===== src/sv/gpf_pkg.sv =====
package gpf_pkg;

  localparam int ENDPOINT_ENTRIES_DEF = 256;
  localparam int INTERFACE_COUNT_DEF  = 256;
  localparam int CONTRACT_ENTRIES_DEF = 256;
  localparam int ADDRESS_ENTRIES_DEF  = 256;

  localparam int QUEUE_DEPTH = 2;

  localparam logic [15:0] NO_GROUP = 16'hFFFF;
  localparam logic [31:0] ACL_ANY  = 32'hFFFF_FFFF;
  localparam logic [8:0]  REF_MAX  = 9'd511;

  localparam logic [1:0] ST_OK   = 2'd0;
  localparam logic [1:0] ST_FULL = 2'd1;
  localparam logic [1:0] ST_MISS = 2'd2;

  localparam logic [2:0] OP_PKT    = 3'd0;
  localparam logic [2:0] OP_EP_ADD = 3'd1;
  localparam logic [2:0] OP_EP_DEL = 3'd2;
  localparam logic [2:0] OP_CT_ADD = 3'd3;
  localparam logic [2:0] OP_CT_DEL = 3'd4;
  localparam logic [2:0] OP_NOP    = 3'd5;

  typedef struct packed {
    logic [2:0]  mode;
    logic [7:0]  interface_req;
    logic        is_ipv6;
    logic [63:0] address_high;
    logic [63:0] address_low;
    logic [15:0] group;
    logic [15:0] peer_group;
    logic [31:0] acl_number;
  } in_beat_t;

  typedef struct packed {
    logic        permit;
    logic [15:0] source_group;
    logic [15:0] dest_group;
    logic [31:0] acl_result;
    logic [1:0]  status;
    logic        interface_active;
  } out_beat_t;

  typedef struct packed {
    logic [2:0]  op;
    logic [7:0]  itf;
    logic        v6;
    logic [63:0] hi;
    logic [63:0] lo;
    logic [15:0] grp;
    logic [15:0] peer;
    logic [31:0] acl;
  } work_t;

  typedef struct packed {
    logic        valid;
    logic        v6;
    logic [7:0]  itf;
    logic [15:0] grp;
    logic [63:0] hi;
    logic [63:0] lo;
  } ep_ent_t;

  typedef struct packed {
    logic        valid;
    logic        v6;
    logic [15:0] grp;
    logic [63:0] hi;
    logic [63:0] lo;
  } map_ent_t;

  typedef struct packed {
    logic        valid;
    logic [15:0] src;
    logic [15:0] dst;
    logic [31:0] acl;
  } ct_ent_t;

  typedef struct packed {
    logic [15:0] grp;
    logic [8:0]  refs;
  } itf_ent_t;

endpackage


===== src/sv/gpf_front.sv =====
module gpf_front (
  input  logic              clk,
  input  logic              rst_n,
  input  logic              in_valid,
  output logic              in_ready,
  input  gpf_pkg::in_beat_t in_data,
  output logic              q_valid,
  output gpf_pkg::work_t    q_head,
  input  logic              q_pop
);
  import gpf_pkg::*;

  localparam int PW = $clog2(QUEUE_DEPTH);
  localparam int CW = $clog2(QUEUE_DEPTH + 1);

  work_t          slot_r [QUEUE_DEPTH];
  logic [PW-1:0]  wp_r, wp_nxt, rp_r, rp_nxt;
  logic [CW-1:0]  cnt_r, cnt_nxt;
  work_t          cls;
  logic           push, pop;

  // classify: fold unused modes, normalize ipv4 addresses
  always_comb begin
    cls.op   = (in_data.mode > OP_NOP) ? OP_NOP : in_data.mode;
    cls.itf  = in_data.interface_req;
    cls.v6   = in_data.is_ipv6;
    cls.hi   = in_data.is_ipv6 ? in_data.address_high : 64'd0;
    cls.lo   = in_data.is_ipv6 ? in_data.address_low : {32'd0, in_data.address_low[31:0]};
    cls.grp  = in_data.group;
    cls.peer = in_data.peer_group;
    cls.acl  = in_data.acl_number;
  end

  assign in_ready = cnt_r != CW'(QUEUE_DEPTH);
  assign q_valid  = cnt_r != '0;
  assign q_head   = slot_r[rp_r];
  assign push     = in_valid && in_ready;
  assign pop      = q_pop && q_valid;

  always_comb begin
    wp_nxt  = wp_r;
    rp_nxt  = rp_r;
    cnt_nxt = cnt_r;
    if (push) begin
      wp_nxt = (wp_r == PW'(QUEUE_DEPTH - 1)) ? '0 : wp_r + 1'b1;
    end
    if (pop) begin
      rp_nxt = (rp_r == PW'(QUEUE_DEPTH - 1)) ? '0 : rp_r + 1'b1;
    end
    if (push && !pop) begin
      cnt_nxt = cnt_r + 1'b1;
    end else if (pop && !push) begin
      cnt_nxt = cnt_r - 1'b1;
    end
  end

  always_ff @(posedge clk) begin
    if (!rst_n) begin
      wp_r  <= '0;
      rp_r  <= '0;
      cnt_r <= '0;
    end else begin
      wp_r  <= wp_nxt;
      rp_r  <= rp_nxt;
      cnt_r <= cnt_nxt;
    end
    if (push) begin
      slot_r[wp_r] <= cls;
    end
  end

endmodule


===== config.mk =====
export PLATFORM = sky130hd
export DESIGN_NAME = gpf_front
export DESIGN_NICKNAME = d
export VERILOG_FILES = /design/src/sv/gpf_pkg.sv /design/src/sv/gpf_front.sv
export SDC_FILE = /design/constraint.sdc
export NUM_CORES = 1
export LEC_CHECK = 0
export BUFFER_PORTS_ARGS = -buffer_cell sky130_fd_sc_hd__buf_4
export CORE_ASPECT_RATIO = 1.75
export CORE_MARGIN = 10
export CORE_UTILIZATION = 30
export CTS_CLUSTER_DIAMETER = 40
export DETAILED_ROUTE_END_ITERATION = 10
export SYNTH_ARGS = -nofsm -noshare
export SYNTH_HDL_FRONTEND = slang
export SYNTH_SLANG_ARGS = --single-unit

===== constraint.sdc =====
create_clock -name clk -period 7.5 [get_ports clk]
set_input_delay 0.75 -clock clk [delete_from_list [all_inputs] [get_ports clk]]
set_output_delay 0.75 -clock clk [all_outputs]
set_load 0.02 [all_outputs]

==> qor.log, run 1 <==
INFO  pwr            pwr-share-clk=28.8%
INFO  routing        wirelength=41900um
INFO  clocking       maximum_number_of_buffers_from_clock_root_to_sink=3
INFO  setup_path     type_of_the_setup_path_with_the_least_slack=reg -> out
INFO  pwr            pwr-share-seq=41.0%
INFO  pwr            vdd_ir_drop_max=0.214mV
INFO  placed_design  number_of_cells_in_the_design_after_placement=1837
INFO  sta            worst_slew_margin_rel=15.7%
INFO  routing        initialDrtViolationCount=388
INFO  synthesis      synth.yosys.seq_area_share=75.8%
INFO  synthesis      synthesis.area=0.0163mm^2
INFO  run_status     result_of_the_run=finished clean
INFO  setup_path     worst_ep_required_time=6.75ns
INFO  sta            final_max_slew_viol_count=0
INFO  final_layout   layout.filler_cells=4911
INFO  clocking       cts_max_level=2
INFO  floorplanning  die_w=196um
INFO  synthesis      ys_warn_count=0
INFO  synthesis      yosys_cell_types=24
INFO  pwr            leakagePower=8.25nW
INFO  clocking       tritoncts.num_buffers=44
INFO  sta            final-hold-violation-count=0
INFO  floorplanning  area_inside_the_core_boundary=0.0535mm^2
INFO  synthesis      ys_top_cells_by_area=sky130_fd_sc_hd__edfxtp_1 75%, sky130_fd_sc_hd__mux2_4 15%, sky130_fd_sc_hd__and2_1 3.8%
INFO  synthesis      async_flop_share=0%
INFO  clocking       cts_resized=0
INFO  clocking       cts_sinks=413
INFO  placed_design  portbufs=413
INFO  floorplanning  rows=112
INFO  clocking       clock_insertion_delay_worst_skew=0.55ns
INFO  synthesis      synth-edff-count=408
INFO  global_route   grt_usage=12.4%
INFO  floorplanning  design.portCount=414
INFO  job            cap_violations=0
INFO  routing        wire_per_inst=21.8um
INFO  synthesis      gate_count_after_technology_mapping=768
INFO  routing        route.vias.total=8392
INFO  floorplanning  die_h=328um
INFO  final_layout   multiInputGateArea=0.00366mm^2
INFO  clocking       cts_hold_buf=0
INFO  final_layout   area_delta_synth_final=31.9%
INFO  pwr            p_sw=2.20mW
INFO  synthesis      syn_nets=977
INFO  setup_path     worstReg2RegEnd=slot_r[0][168]$_DFFE_PP_
INFO  setup_path     ff2ff_setup_slack=4.42ns
INFO  worst_hold_path min-delay-path-class=in -> reg
INFO  final_layout   post_route_cells_drive_above_1_share=56.6%
INFO  routing        post-route-drc-count=0
INFO  routing        post_drt_via_cell_ratio=4.38
INFO  sta            timing.final.crit_share=52.6%
INFO  synthesis      syn-mean-instance-area=21.2um^2
INFO  synthesis      yosys.area.top_type_share=75.2%
INFO  floorplanning  initial_core_util=30.4%
INFO  sta            worst_pin_slew=1.26ns
INFO  sta            finalSetupTns=0ns
INFO  setup_path     endpoint=q_head[188]
INFO  synthesis      synth.largest_area_cell=sky130_fd_sc_hd__edfxtp_1
INFO  synthesis      synth_flop_cell=sky130_fd_sc_hd__edfxtp_1
INFO  clocking       cts_tree=done
INFO  clocking       clk_pin_slew_worst_paths=0.07ns
INFO  pwr            power_density=346mW/mm^2
INFO  sta            setup_repair_after_global_routing_missed_its_margin=false
INFO  final_layout   final-instance-count-excl-fill=1918
INFO  final_layout   final-seq-area=0.0124mm^2
INFO  global_route   maximum_number_of_pins_on_one_net_before_global_route_repair=141
INFO  sta            final.min_clock_period=3.94ns
INFO  pwr            cellInternalPower=5.23mW
INFO  setup_path     arrival_time_of_data_at_the_critical_path_endpoint=3.19ns
INFO  placed_design  detailedPlacementHpwl=29300um
INFO  setup_path     critical_path.max_fanout=57
INFO  routing        drt-pass1-iter-count=5
INFO  setup_path     worst_reg2reg_path_startpoint=cnt_r[0]$_SDFFE_PN0P_
INFO  synthesis      synth.ff_latch_count=413
INFO  setup_path     ff2ff_path_depth=4
INFO  sta            clock-skew-final=0.0234ns
INFO  setup_path     worstSetupEndpointType=primary output
INFO  global_route   initial_antenna_violation_count=5
INFO  global_route   grt_pass1_vias=9214
INFO  clocking       cell_at_the_root_of_the_clock_tree=sky130_fd_sc_hd__clkbuf_16
INFO  placed_design  finalWeightedCongestion=0.777
INFO  pwr            switching_share_of_power=29.6%
INFO  final_layout   fin_nets=1408
INFO  routing        detail-route-antenna-nets=0
INFO  sta            clock.fmax=254MHz
INFO  global_route   grt_pass1_wl=60700um
INFO  global_route   overflow=0
INFO  clocking       cts_setup_buffers=0
INFO  floorplanning  die_area=0.0644mm^2
INFO  pwr            combPwrFrac=30.2%
INFO  sta            total_of_endpoints_with_negative_setup_slack_in_the_final_report=0
INFO  setup_path     worst_setup_path_start_kind=flop
## sequential cells by signal, summed over array words and instances, names as in the netlist, named ones only
| signal | count |
|---|---|
| slot_r | 408 |
| rp_r | 1 |
| cnt_r | 2 |
| wp_r | 1 |
## per-layer routing
layer	GRT usage [%]	up-vias	part of all wire (%)
met2	22.4	352	53
met1	12.8	4137	35
li1	-	3814	-
met5	0	-	0.17
met4	5.11	10	3.4
met3	4.42	79	8.2
## Yosys cell counts (2+ instances only)
| library cell | n |
|---|---|
| sky130_fd_sc_hd__edfxtp_1 | 408 |
| sky130_fd_sc_hd__mux2_4 | 160 |
| sky130_fd_sc_hd__and2_1 | 100 |
| sky130_fd_sc_hd__mux2_2 | 44 |
| sky130_fd_sc_hd__buf_6 | 19 |
| sky130_fd_sc_hd__buf_2 | 8 |
| sky130_fd_sc_hd__clkbuf_1 | 7 |
| sky130_fd_sc_hd__dfxtp_1 | 5 |
| sky130_fd_sc_hd__xnor2_1 | 2 |
## area by class of cell
| cell class | instances | area share (%) |
|---|---|---|
| flip-flops and latches | 413 | 57.5 |
| multi-input cells | 320 | 17.0 |
| repair buffers | 419 | 14.7 |
| clock buffers | 54 | 5.49 |
| well taps | 684 | 3.98 |
| clock inverters | 26 | 1.21 |
| inverters | 1 | 0.0524 |
| diodes | 1 | 0.0117 |
## worst min path at each step
stage	start	endpoint	depth (start not counted)	slack (ns)
detailed placement	cnt_r[1]$_SDFFE_PN0P_	cnt_r[1]$_SDFFE_PN0P_	2	0.57
CTS	in_data[194]	slot_r[0][194]$_DFFE_PP_	1	0.34
global placement	cnt_r[1]$_SDFFE_PN0P_	cnt_r[1]$_SDFFE_PN0P_	2	0.53
floorplan	cnt_r[1]$_SDFFE_PN0P_	cnt_r[1]$_SDFFE_PN0P_	2	0.51
global route	in_data[3]	slot_r[1][3]$_DFFE_PP_	1	0.35
finish	in_data[22]	slot_r[1][22]$_DFFE_PP_	1	0.38
## logic make-up after synthesis
logic type / Yosys count / synth area share, %
flops: 413 / 75.8
xor+xnor: 3 / 0.161
compound gates: 6 / 0.261
fa+ha+maj: 1 / 0.0768
simple gates: 106 / 4.13
mux: 204 / 17.8
buf+inv: 35 / 1.74
## power by group through the flow
stage          logic (mW)  registers (mW)  clock network [mW]
5_1_grt              2.37            3.08                2.30
6_report             2.25            3.05                2.14
3_3_place_gp         2.27            3.10                   0
3_5_place_dp         2.29            3.10                   0
2_1_floorplan        1.51            3.05                   0
4_1_cts              2.30            3.06                2.22
## cells in the final DEF (no fill, tap or decap), drive strengths merged, types with 2 or more instances in the layout
| master | instances |
|---|---|
| buf | 419 |
| edfxtp | 408 |
| mux2 | 204 |
| and2 | 100 |
| clkbuf | 54 |
| clkinv | 14 |
| inv | 7 |
| dfxtp | 5 |
| bufinv | 3 |
| clkinvlp | 3 |
| xnor2 | 2 |
| o21ai | 2 |
| a21boi | 2 |
## through the flow
stage | instance area, um^2 | utilization, % | power [mW] | hold WS (ns) | setup slack (ns)
CTS | 21500 | 40.1 | 7.57 | 0.339 | 3.50
global route | 21500 | 40.1 | 7.76 | 0.349 | 3.40
floorplan | 16300 | - | 4.56 | 0.512 | 1.45
global placement | 20000 | 37.4 | 5.37 | 0.528 | 4.13
detailed placement | 20000 | 37.4 | 5.39 | 0.571 | 4.12
finish | 21500 | 40.1 | 7.44 | 0.379 | 3.56
## critical path, stage by stage (launching register included)
cell and delay (ns):
sky130_fd_sc_hd__dfxtp_4 1.04, sky130_fd_sc_hd__buf_4 0.87, sky130_fd_sc_hd__mux2_2 0.43, sky130_fd_sc_hd__buf_4 0.16
Note: power is estimated with default switching activity, not from simulation.
==> run 2, diff against run 1 <==
--- a/config.mk
+++ b/config.mk
@@ -5,6 +5,7 @@
 export SDC_FILE = /design/constraint.sdc
 export NUM_CORES = 1
 export LEC_CHECK = 0
+export ABC_AREA = 1
 export BUFFER_PORTS_ARGS = -buffer_cell sky130_fd_sc_hd__buf_4
 export CORE_ASPECT_RATIO = 1.75
 export CORE_MARGIN = 10
==> constraint.sdc (replaced) <==
create_clock -name clk -period 3.55 [get_ports clk]
set_input_delay 0.355 -clock clk [delete_from_list [all_inputs] [get_ports clk]]
set_output_delay 0.355 -clock clk [all_outputs]
set_load 0.02 [all_outputs]
==> run 2 against run 1 <==
Effect of this change: area after synthesis rose by 0.77%; clock-buffer cell count fell by 2; worst hold slack got worse by 0.32 ns; combinational power rose by 110%; sequential cell count did not move; final cell count rose by 12%; clock power rose by 110%; routed wire length fell by 1.9%; setup slack got worse by 2.6 ns; highest routed layer unchanged.
==> qor.log, run 2 <==
INFO  clocking       cell_at_the_root_of_the_clock_tree=sky130_fd_sc_hd__clkbuf_16
INFO  synthesis      ys_top_cells_by_area=sky130_fd_sc_hd__edfxtp_1 75%, sky130_fd_sc_hd__mux2_4 15%, sky130_fd_sc_hd__mux2_2 3.0%
INFO  synthesis      synth.yosys.seq_area_share=75.3% [-0.58 points]
INFO  worst_hold_path timing.hold.worst.start=rst_n
INFO  routing        detail-route-antenna-nets=0 [unchanged]
INFO  pwr            leakagePower=9.45nW [+15%]
INFO  final_layout   fin_area=0.0228mm^2 [+5.9%]
INFO  pwr            total_power=15.4mW [+110%]
INFO  setup_path     type_of_the_setup_path_with_the_least_slack=reg -> out
INFO  floorplanning  die_h=329um [+0.36%]
INFO  clocking       tritoncts.num_buffers=45 [+2.3%]
INFO  setup_path     ff2ff_path_depth=5 [+1]
INFO  synthesis      synth_most_common_cell=sky130_fd_sc_hd__edfxtp_1
INFO  synthesis      synth_flop_cell=sky130_fd_sc_hd__edfxtp_1
INFO  setup_path     worstPathCellList=buf_12 > mux2_4 > buf_4
INFO  synthesis      synth-edff-count=408 [unchanged]
INFO  synthesis      gate_count_after_technology_mapping=879 [+14%]
INFO  pwr            combPwrFrac=30.1% [about the same]
INFO  synthesis      yosys_cell_types=17 [-29%]
INFO  pwr            pwr-share-seq=41.4% [+0.4 points]
INFO  floorplanning  design.portCount=414 [unchanged]
INFO  placed_design  finalWeightedCongestion=0.714 [-8.1%]
INFO  run_status     result_of_the_run=finished clean
INFO  routing        wirelength=41100um [-1.9%]
INFO  pwr            pwr-share-clk=28.5% [-0.3 points]
INFO  floorplanning  die_w=197um [+0.34%]
INFO  sta            finalSetupTns=0ns [unchanged]
INFO  final_layout   final_cell_mix=417 x sky130_fd_sc_hd__buf_4, 408 x sky130_fd_sc_hd__edfxtp_1, 160 x sky130_fd_sc_hd__mux2_4, 105 x sky130_fd_sc_hd__dlygate4sd3_1, 104 x sky130_fd_sc_hd__inv_1
INFO  floorplanning  initial_core_util=30.2% [-0.20 points]
INFO  synthesis      syn_nets=1088 [+11%]
INFO  global_route   grt_util_met3=4.78% [+0.37 points]
INFO  final_layout   largest_register_ffs=408 [unchanged]
INFO  routing        post-route-drc-count=0 [unchanged]
INFO  global_route   grt_usage=12.3% [-0.12 points]
INFO  floorplanning  die_area=0.0648mm^2 [+0.70%]
INFO  global_route   initial_antenna_violation_count=5 [unchanged]
INFO  floorplanning  area_inside_the_core_boundary=0.0543mm^2 [+1.4%]
INFO  pwr            power_density=678mW/mm^2 [+96%]
INFO  routing        drt-pass1-iter-count=4 [-1]
INFO  global_route   grt_util_met1=12.5% [-0.28 points]
INFO  setup_path     worst_ep_required_time=3.19ns [-3.56 ns]
INFO  sta            final-hold-violation-count=0 [unchanged]
INFO  synthesis      synth.largest_area_cell=sky130_fd_sc_hd__edfxtp_1
INFO  clocking       clock_insertion_delay_worst_skew=0.56ns [about the same]
INFO  global_route   grtUsageMet2=22.2% [-0.15 points]
INFO  sta            clock-skew-final=0.0217ns [-0.00162 ns]
INFO  worst_hold_path min-delay-path-class=in -> reg
INFO  final_layout   layout.cells.most_common=sky130_fd_sc_hd__buf_4
INFO  final_layout   fin_nets=1629 [+16%]
INFO  setup_path     cpMaxStageDelayCell=sky130_fd_sc_hd__dfxtp_4
INFO  setup_path     arrival_time_of_data_at_the_critical_path_endpoint=2.19ns [-1.00 ns]
INFO  pwr            vdd_ir_drop_max=0.512mV [+140%]
INFO  placed_design  postPlaceCellArea=0.0203mm^2 [+1.3%]
INFO  clocking       cts_tree=done
INFO  clocking       clk_pin_slew_worst_paths=0.06ns [about the same]
INFO  placed_design  portbufs=413 [unchanged]
INFO  pwr            switching_share_of_power=29.9% [+0.27 points]
INFO  sta            worst_slew_margin_rel=42.7% [+27 points]
INFO  floorplanning  rows=113 [+0.89%]
INFO  setup_path     delay_contributed_by_the_slowest_stage_of_the_critical_path=0.59ns [-0.45 ns]
INFO  sta            worst_pin_slew=0.859ns [-0.405 ns]
INFO  global_route   grt_pass1_vias=10000 [+8.9%]
INFO  sta            timing.hold.ws=0.0551ns [-0.323 ns]
INFO  synthesis      ys_warn_count=0 [unchanged]
INFO  pwr            p_sw=4.61mW [+110%]
INFO  routing        route.vias.total=8969 [+6.9%]
INFO  sta            final.min_clock_period=2.54ns
INFO  setup_path     ff2ff_setup_slack=1.74ns [-2.68 ns]
INFO  global_route   overflow=0 [unchanged]
INFO  setup_path     critical_path.max_fanout=53 [-7.0%]
INFO  final_layout   top_register=slot_r
INFO  setup_path     worstSetupEndpointType=primary output
INFO  final_layout   largest_registers=slot_r (408), cnt_r (2)
INFO  final_layout   area_delta_synth_final=38.7%
INFO  routing        post_drt_via_cell_ratio=4.18 [-4.5%]
INFO  pwr            cellInternalPower=10.8mW [+110%]
INFO  global_route   grt_pass1_wl=61400um [+1.1%]
INFO  sta            timing.final.crit_share=71.7%
INFO  routing        wire_per_inst=19.1um [-12%]
INFO  sta            clock.fmax=393MHz
INFO  setup_path     critical_path.n_buffers_inverters=2 [unchanged]
INFO  setup_path     worstReg2RegEnd=slot_r[0][182]$_DFFE_PP_
INFO  clocking       cts_resized=0 [unchanged]
INFO  setup_path     worst_setup_path_start_kind=flop
INFO  sta            final_max_slew_viol_count=0 [unchanged]
INFO  worst_hold_path worstHoldEndpoint=cnt_r[1]$_SDFFE_PN0P_
INFO  clocking       cts_sinks=413 [unchanged]
INFO  synthesis      synthesis.area=0.0164mm^2 [+0.77%]
INFO  placed_design  detailedPlacementHpwl=28100um [-4.2%]
INFO  setup_path     cell_class_contributing_the_biggest_share_of_worst_path_delay=flip-flops
INFO  clocking       cts_max_level=2 [unchanged]
INFO  synthesis      synth_common_cells=408 x sky130_fd_sc_hd__edfxtp_1, 160 x sky130_fd_sc_hd__mux2_4, 105 x sky130_fd_sc_hd__inv_1, 105 x sky130_fd_sc_hd__nand2_1, 44 x sky130_fd_sc_hd__mux2_2
INFO  sta            setup_repair_after_global_routing_missed_its_margin=false
INFO  synthesis      yosys.area.top_type_share=74.7% [-0.57 points]
INFO  routing        initialDrtViolationCount=258 [-34%]
INFO  synthesis      async_flop_share=0% [unchanged]
INFO  global_route   maximum_number_of_pins_on_one_net_before_global_route_repair=114 [-19%]
INFO  synthesis      synth.ff_latch_count=413 [unchanged]
INFO  clocking       maximum_number_of_buffers_from_clock_root_to_sink=3 [unchanged]
INFO  final_layout   layout.filler_cells=4902 [-0.18%]
INFO  job            cap_violations=0 [unchanged]
INFO  worst_hold_path worst_hold_path.num_cells=3 [+2]
INFO  sta            total_of_endpoints_with_negative_setup_slack_in_the_final_report=0 [unchanged]
INFO  final_layout   post_route_cells_drive_above_1_share=48.1% [-8.5 points]
INFO  synthesis      syn-mean-instance-area=18.7um^2 [-12%]
INFO  setup_path     worst_reg2reg_path_startpoint=cnt_r[0]$_SDFFE_PN0P_
INFO  global_route   grt-busiest-layer=met2
-- run 2: worst max path at each step --
stage	depth (start not counted)	endpoint	startpoint
2_1_floorplan	4	slot_r[0][0]$_DFFE_PP_	cnt_r[0]$_SDFFE_PN0P_
3_3_place_gp	3	q_head[182]	flop
3_5_place_dp	3	q_head[182]	flop
4_1_cts	3	q_head[182]	flop
5_1_grt	3	q_head[159]	flop
6_report	3	q_head[159]	flop
-- run 2: tightest hold or removal path, stage by stage --
cell and delay, ns:
sky130_fd_sc_hd__buf_4 0.10, sky130_fd_sc_hd__nand2_1 0.05, sky130_fd_sc_hd__nor2_1 0.07
-- run 2: repair_timing --
action / in CTS / in global routing
hold endpoints to repair: 210 / 0
hold buffers: 105 / 0
buffers inserted: 0 / 0
-- run 2: cells by family after synthesis --
kind of cell	count (synthesis)	synth area share (%)
DFF	413	75.3
muxes	204	17.7
buffers and inverters	140	4.15
and+or+nand+nor	116	2.68
AOI/OAI and AO/OA	5	0.183
adders and majority gates	1	0.0762
-- run 2: power by group through the flow --
stage	combinational, mW	clock (mW)	sequential (mW)
final	4.64	4.40	6.39
after global routing	4.93	4.73	6.45
after CTS	4.77	4.56	6.40
after detailed placement	4.66	0	6.50
after global placement	4.64	0	6.45
after floorplan	2.89	0	6.47
-- run 2: routing by layer --
| layer | up-vias | routed length [um] |
|---|---|---|
| met1 | 4327 | 14500 |
| met2 | 312 | 21800 |
| met3 | 63 | 3620 |
| met5 | - | 41 |
| met4 | 6 | 1070 |
| li1 | 4261 | - |
-- run 2: layout make-up --
type / instances / area (um^2) / area share [%]
Antenna cell: 2 / 5.00 / 0.0220
Timing Repair Buffer: 529 / 4320 / 19.0
Tap cell: 690 / 863 / 3.79
Clock buffer: 52 / 1190 / 5.25
Sequential cell: 413 / 12400 / 54.3
Multi-Input combinational cell: 326 / 3410 / 15.0
Inverter: 105 / 394 / 1.73
Clock inverter: 29 / 211 / 0.929
-- run 2: per-stage QoR --
step	setup slack [ns]	instances	utilization (%)
6_report	1.01	2146	41.9
5_1_grt	0.895	2145	41.9
4_1_cts	0.928	2144	41.9
3_5_place_dp	1.56	1958	37.4
3_3_place_gp	1.59	1958	37.4
2_1_floorplan	-0.451	879	-
==> run 3, diff against run 2 <==
==> constraint.sdc (replaced) <==
create_clock -name clk -period 2.4 [get_ports clk]
set_input_delay 0.24 -clock clk [delete_from_list [all_inputs] [get_ports clk]]
set_output_delay 0.24 -clock clk [all_outputs]
set_load 0.02 [all_outputs]
==> run 3 against run 2 <==
Effect of this change: non-clock buffer count grew 114; critical path depth stayed put; via count rose by 6.6%; register-to-register slack worse by 1.0 ns; sequential share of layout area shrank 2.7 points; sequential cell count unchanged; clock power is 50% higher; routed wire length rose by 5.8%; die area unchanged.
==> qor.log, run 3 (same netlist as run 2, synthesis figures left out) <==
INFO  routing        wirelength=43500um [+5.8%]
INFO  global_route   grt_pass1_vias=10800 [+7.8%]
INFO  setup_path     worst_reg2reg_path_startpoint=cnt_r[0]$_SDFFE_PN0P_
INFO  sta            clock.fmax=439MHz
INFO  setup_path     critical_path.max_fanout=42 [-21%]
INFO  sta            final_max_slew_viol_count=0 [unchanged]
INFO  floorplanning  die_h=329um [unchanged]
INFO  routing        route.vias.total=9560 [+6.6%]
INFO  clocking       cts_tree=done
INFO  clocking       tritoncts.num_buffers=43 [-4.4%]
INFO  final_layout   final_util=44.1% [+2.2 points]
INFO  worst_hold_path min-delay-path-class=in -> reg
INFO  setup_path     cpMaxStageDelayCell=sky130_fd_sc_hd__dfxtp_4
INFO  global_route   initial_antenna_violation_count=4 [-1]
INFO  placed_design  portbufs=413 [unchanged]
INFO  final_layout   layout.cells.most_common=sky130_fd_sc_hd__buf_4
INFO  setup_path     ff2ff_path_depth=6 [+1]
INFO  sta            worst_pin_slew=0.595ns [-0.264 ns]
INFO  clocking       clock_insertion_delay_worst_skew=0.55ns [about the same]
INFO  final_layout   final_cell_mix=426 x sky130_fd_sc_hd__buf_4, 408 x sky130_fd_sc_hd__edfxtp_1, 205 x sky130_fd_sc_hd__dlygate4sd3_1, 160 x sky130_fd_sc_hd__mux2_4, 104 x sky130_fd_sc_hd__inv_1
INFO  final_layout   multiInputGateArea=0.00341mm^2 [unchanged]
INFO  routing        post-route-drc-count=0 [unchanged]
INFO  sta            worst_slew_margin_rel=60.3% [+18 points]
INFO  routing        post_drt_via_cell_ratio=4.23 [+1.3%]
INFO  setup_path     ff2ff_setup_slack=0.70ns [-1.04 ns]
INFO  setup_path     worstReg2RegEnd=slot_r[0][19]$_DFFE_PP_
INFO  pwr            total_power=23.3mW [+51%]
INFO  setup_path     arrival_time_of_data_at_the_critical_path_endpoint=2.04ns [-0.15 ns]
INFO  setup_path     worstSetupEndpointType=primary output
INFO  routing        drt-pass1-iter-count=4 [unchanged]
INFO  floorplanning  initial_core_util=30.2% [unchanged]
INFO  job            cap_violations=0 [unchanged]
INFO  floorplanning  area_inside_the_core_boundary=0.0543mm^2 [unchanged]
INFO  setup_path     type_of_the_setup_path_with_the_least_slack=reg -> out
INFO  floorplanning  rows=113 [unchanged]
INFO  placed_design  postPlaceCellArea=0.0205mm^2 [+0.83%]
INFO  final_layout   post_route_cells_drive_above_1_share=45.8% [-2.3 points]
INFO  setup_path     worst_ep_required_time=2.16ns [-1.03 ns]
INFO  pwr            vdd_ir_drop_max=0.661mV [+29%]
INFO  floorplanning  die_area=0.0648mm^2 [unchanged]
INFO  clocking       cts_max_level=2 [unchanged]
INFO  setup_path     worstPathCellList=buf_12 > mux2_2 > buf_4
INFO  routing        initialDrtViolationCount=307 [+19%]
INFO  sta            total_of_endpoints_with_negative_setup_slack_in_the_final_report=0 [unchanged]
INFO  pwr            power_density=972mW/mm^2 [+43%]
INFO  global_route   grt_usage=13.0% [+0.70 points]
INFO  pwr            leakagePower=9.97nW [+5.5%]
INFO  routing        detail-route-antenna-nets=0 [unchanged]
INFO  final_layout   layout.filler_cells=4822 [-1.6%]
INFO  clocking       cell_at_the_root_of_the_clock_tree=sky130_fd_sc_hd__clkbuf_16
INFO  final_layout   top_register=slot_r
INFO  global_route   maximum_number_of_pins_on_one_net_before_global_route_repair=94 [-18%]
INFO  final_layout   largest_register_ffs=408 [unchanged]
INFO  clocking       clk_pin_slew_worst_paths=0.06ns [about the same]
INFO  global_route   grt_pass1_wl=64900um [+5.8%]
INFO  clocking       cts_sinks=413 [unchanged]
INFO  worst_hold_path worst_hold_path.num_cells=3 [unchanged]
INFO  worst_hold_path worstHoldEndpoint=slot_r[1][202]$_DFFE_PP_
INFO  worst_hold_path timing.hold.worst.start=in_data[202]
INFO  sta            final.min_clock_period=2.28ns
INFO  setup_path     delay_contributed_by_the_slowest_stage_of_the_critical_path=0.53ns [-0.06 ns]
INFO  run_status     result_of_the_run=finished clean
INFO  floorplanning  die_w=197um [unchanged]
INFO  final_layout   fin_area=0.0239mm^2 [+5.1%]
INFO  sta            final-hold-violation-count=0 [unchanged]
INFO  sta            clock-skew-final=0.0135ns [-0.00826 ns]
INFO  global_route   overflow=0 [unchanged]
INFO  placed_design  finalWeightedCongestion=0.746 [+4.5%]
INFO  sta            timing.final.crit_share=95.0%
INFO  final_layout   area_delta_synth_final=45.8%
INFO  final_layout   fin_nets=1741 [+6.9%]
INFO  routing        wire_per_inst=19.2um [+0.52%]
INFO  clocking       maximum_number_of_buffers_from_clock_root_to_sink=3 [unchanged]
INFO  final_layout   final-seq-area=0.0124mm^2 [unchanged]
INFO  floorplanning  design.portCount=414 [unchanged]
INFO  setup_path     worst_setup_path_start_kind=flop
INFO  placed_design  detailedPlacementHpwl=30000um [+6.7%]
INFO  sta            setup_repair_after_global_routing_missed_its_margin=false
INFO  final_layout   largest_registers=slot_r (408), cnt_r (2)
## run 3: changes by cell type in the layout (fill, tap and decap cells not counted), sizes merged
| cell | before | now |
|---|---|---|
| buf | 424 | 438 |
| bufinv | 0 | 3 |
| clkbuf | 52 | 50 |
| clkinv | 18 | 13 |
| diode | 2 | 4 |
| dlygate4sd3 | 105 | 205 |
| inv | 111 | 112 |
## run 3: cell type report
class | count | share of cell area, %
tap | 690 | 3.61
sequential | 413 | 51.6
clock buffer | 50 | 4.78
multi-input combinational | 326 | 14.2
clock inverter | 28 | 1.08
inverter | 105 | 1.65
timing repair buffer | 643 | 22.9
antenna | 4 | 0.0418
## run 3: timing repair
action | 4_1_cts | 5_1_grt
setup buffers | 0 | 0
endpoints found under the hold margin | 413 | 0
resized for setup | 0 | 0
hold buffers | 205 | 0
## run 3: how the worst max path moves through the flow
| stage | to | startpoint | cells after the start | slack (ns) |
|---|---|---|---|---|
| final | q_head[17] | flop | 3 | 0.12 |
| after CTS | q_head[11] | flop | 3 | 0.06 |
| after global placement | q_head[19] | flop | 3 | 0.71 |
| after global routing | q_head[17] | flop | 3 | 0.04 |
| after floorplan | slot_r[0][0]$_DFFE_PP_ | cnt_r[0]$_SDFFE_PN0P_ | 4 | -1.60 |
| after detailed placement | q_head[17] | flop | 3 | 0.68 |
## run 3: report_power, final
group | switching, mW | total [mW] | leakage, nW | internal [mW]
Combinational | 3.78 | 7.20 | 5.40 | 3.43
Sequential | 0.298 | 9.45 | 3.89 | 9.15
Clock | 2.82 | 6.61 | 0.677 | 3.79
## run 3: through the flow
| step | TNS (ns) | hold WS (ns) | cells | worst slack, ns |
|---|---|---|---|---|
| 6_report | 0 | 0.0623 | 2259 | 0.121 |
| 5_1_grt | 0 | 0.0586 | 2259 | 0.0428 |
| 4_1_cts | 0 | 0.0157 | 2255 | 0.0566 |
| 3_5_place_dp | 0 | 0.428 | 1972 | 0.680 |
| 3_3_place_gp | 0 | 0.425 | 1972 | 0.709 |
| 2_1_floorplan | -649.98 | 0.339 | 879 | -1.60 |
## run 3: worst max-delay path: cells and delay by family (launching register included)
family | cells | cell delay (ns)
flip-flops | 1 | 0.53
buffers and inverters | 2 | 0.50
multiplexers | 1 | 0.39
## run 3: routing by layer
| layer | wire, um | GRT usage, % |
|---|---|---|
| met5 | 0 | 0 |
| met4 | 2450 | 8.19 |
| met3 | 3260 | 4.11 |
| met2 | 22400 | 22.6 |
| met1 | 15400 | 13.3 |
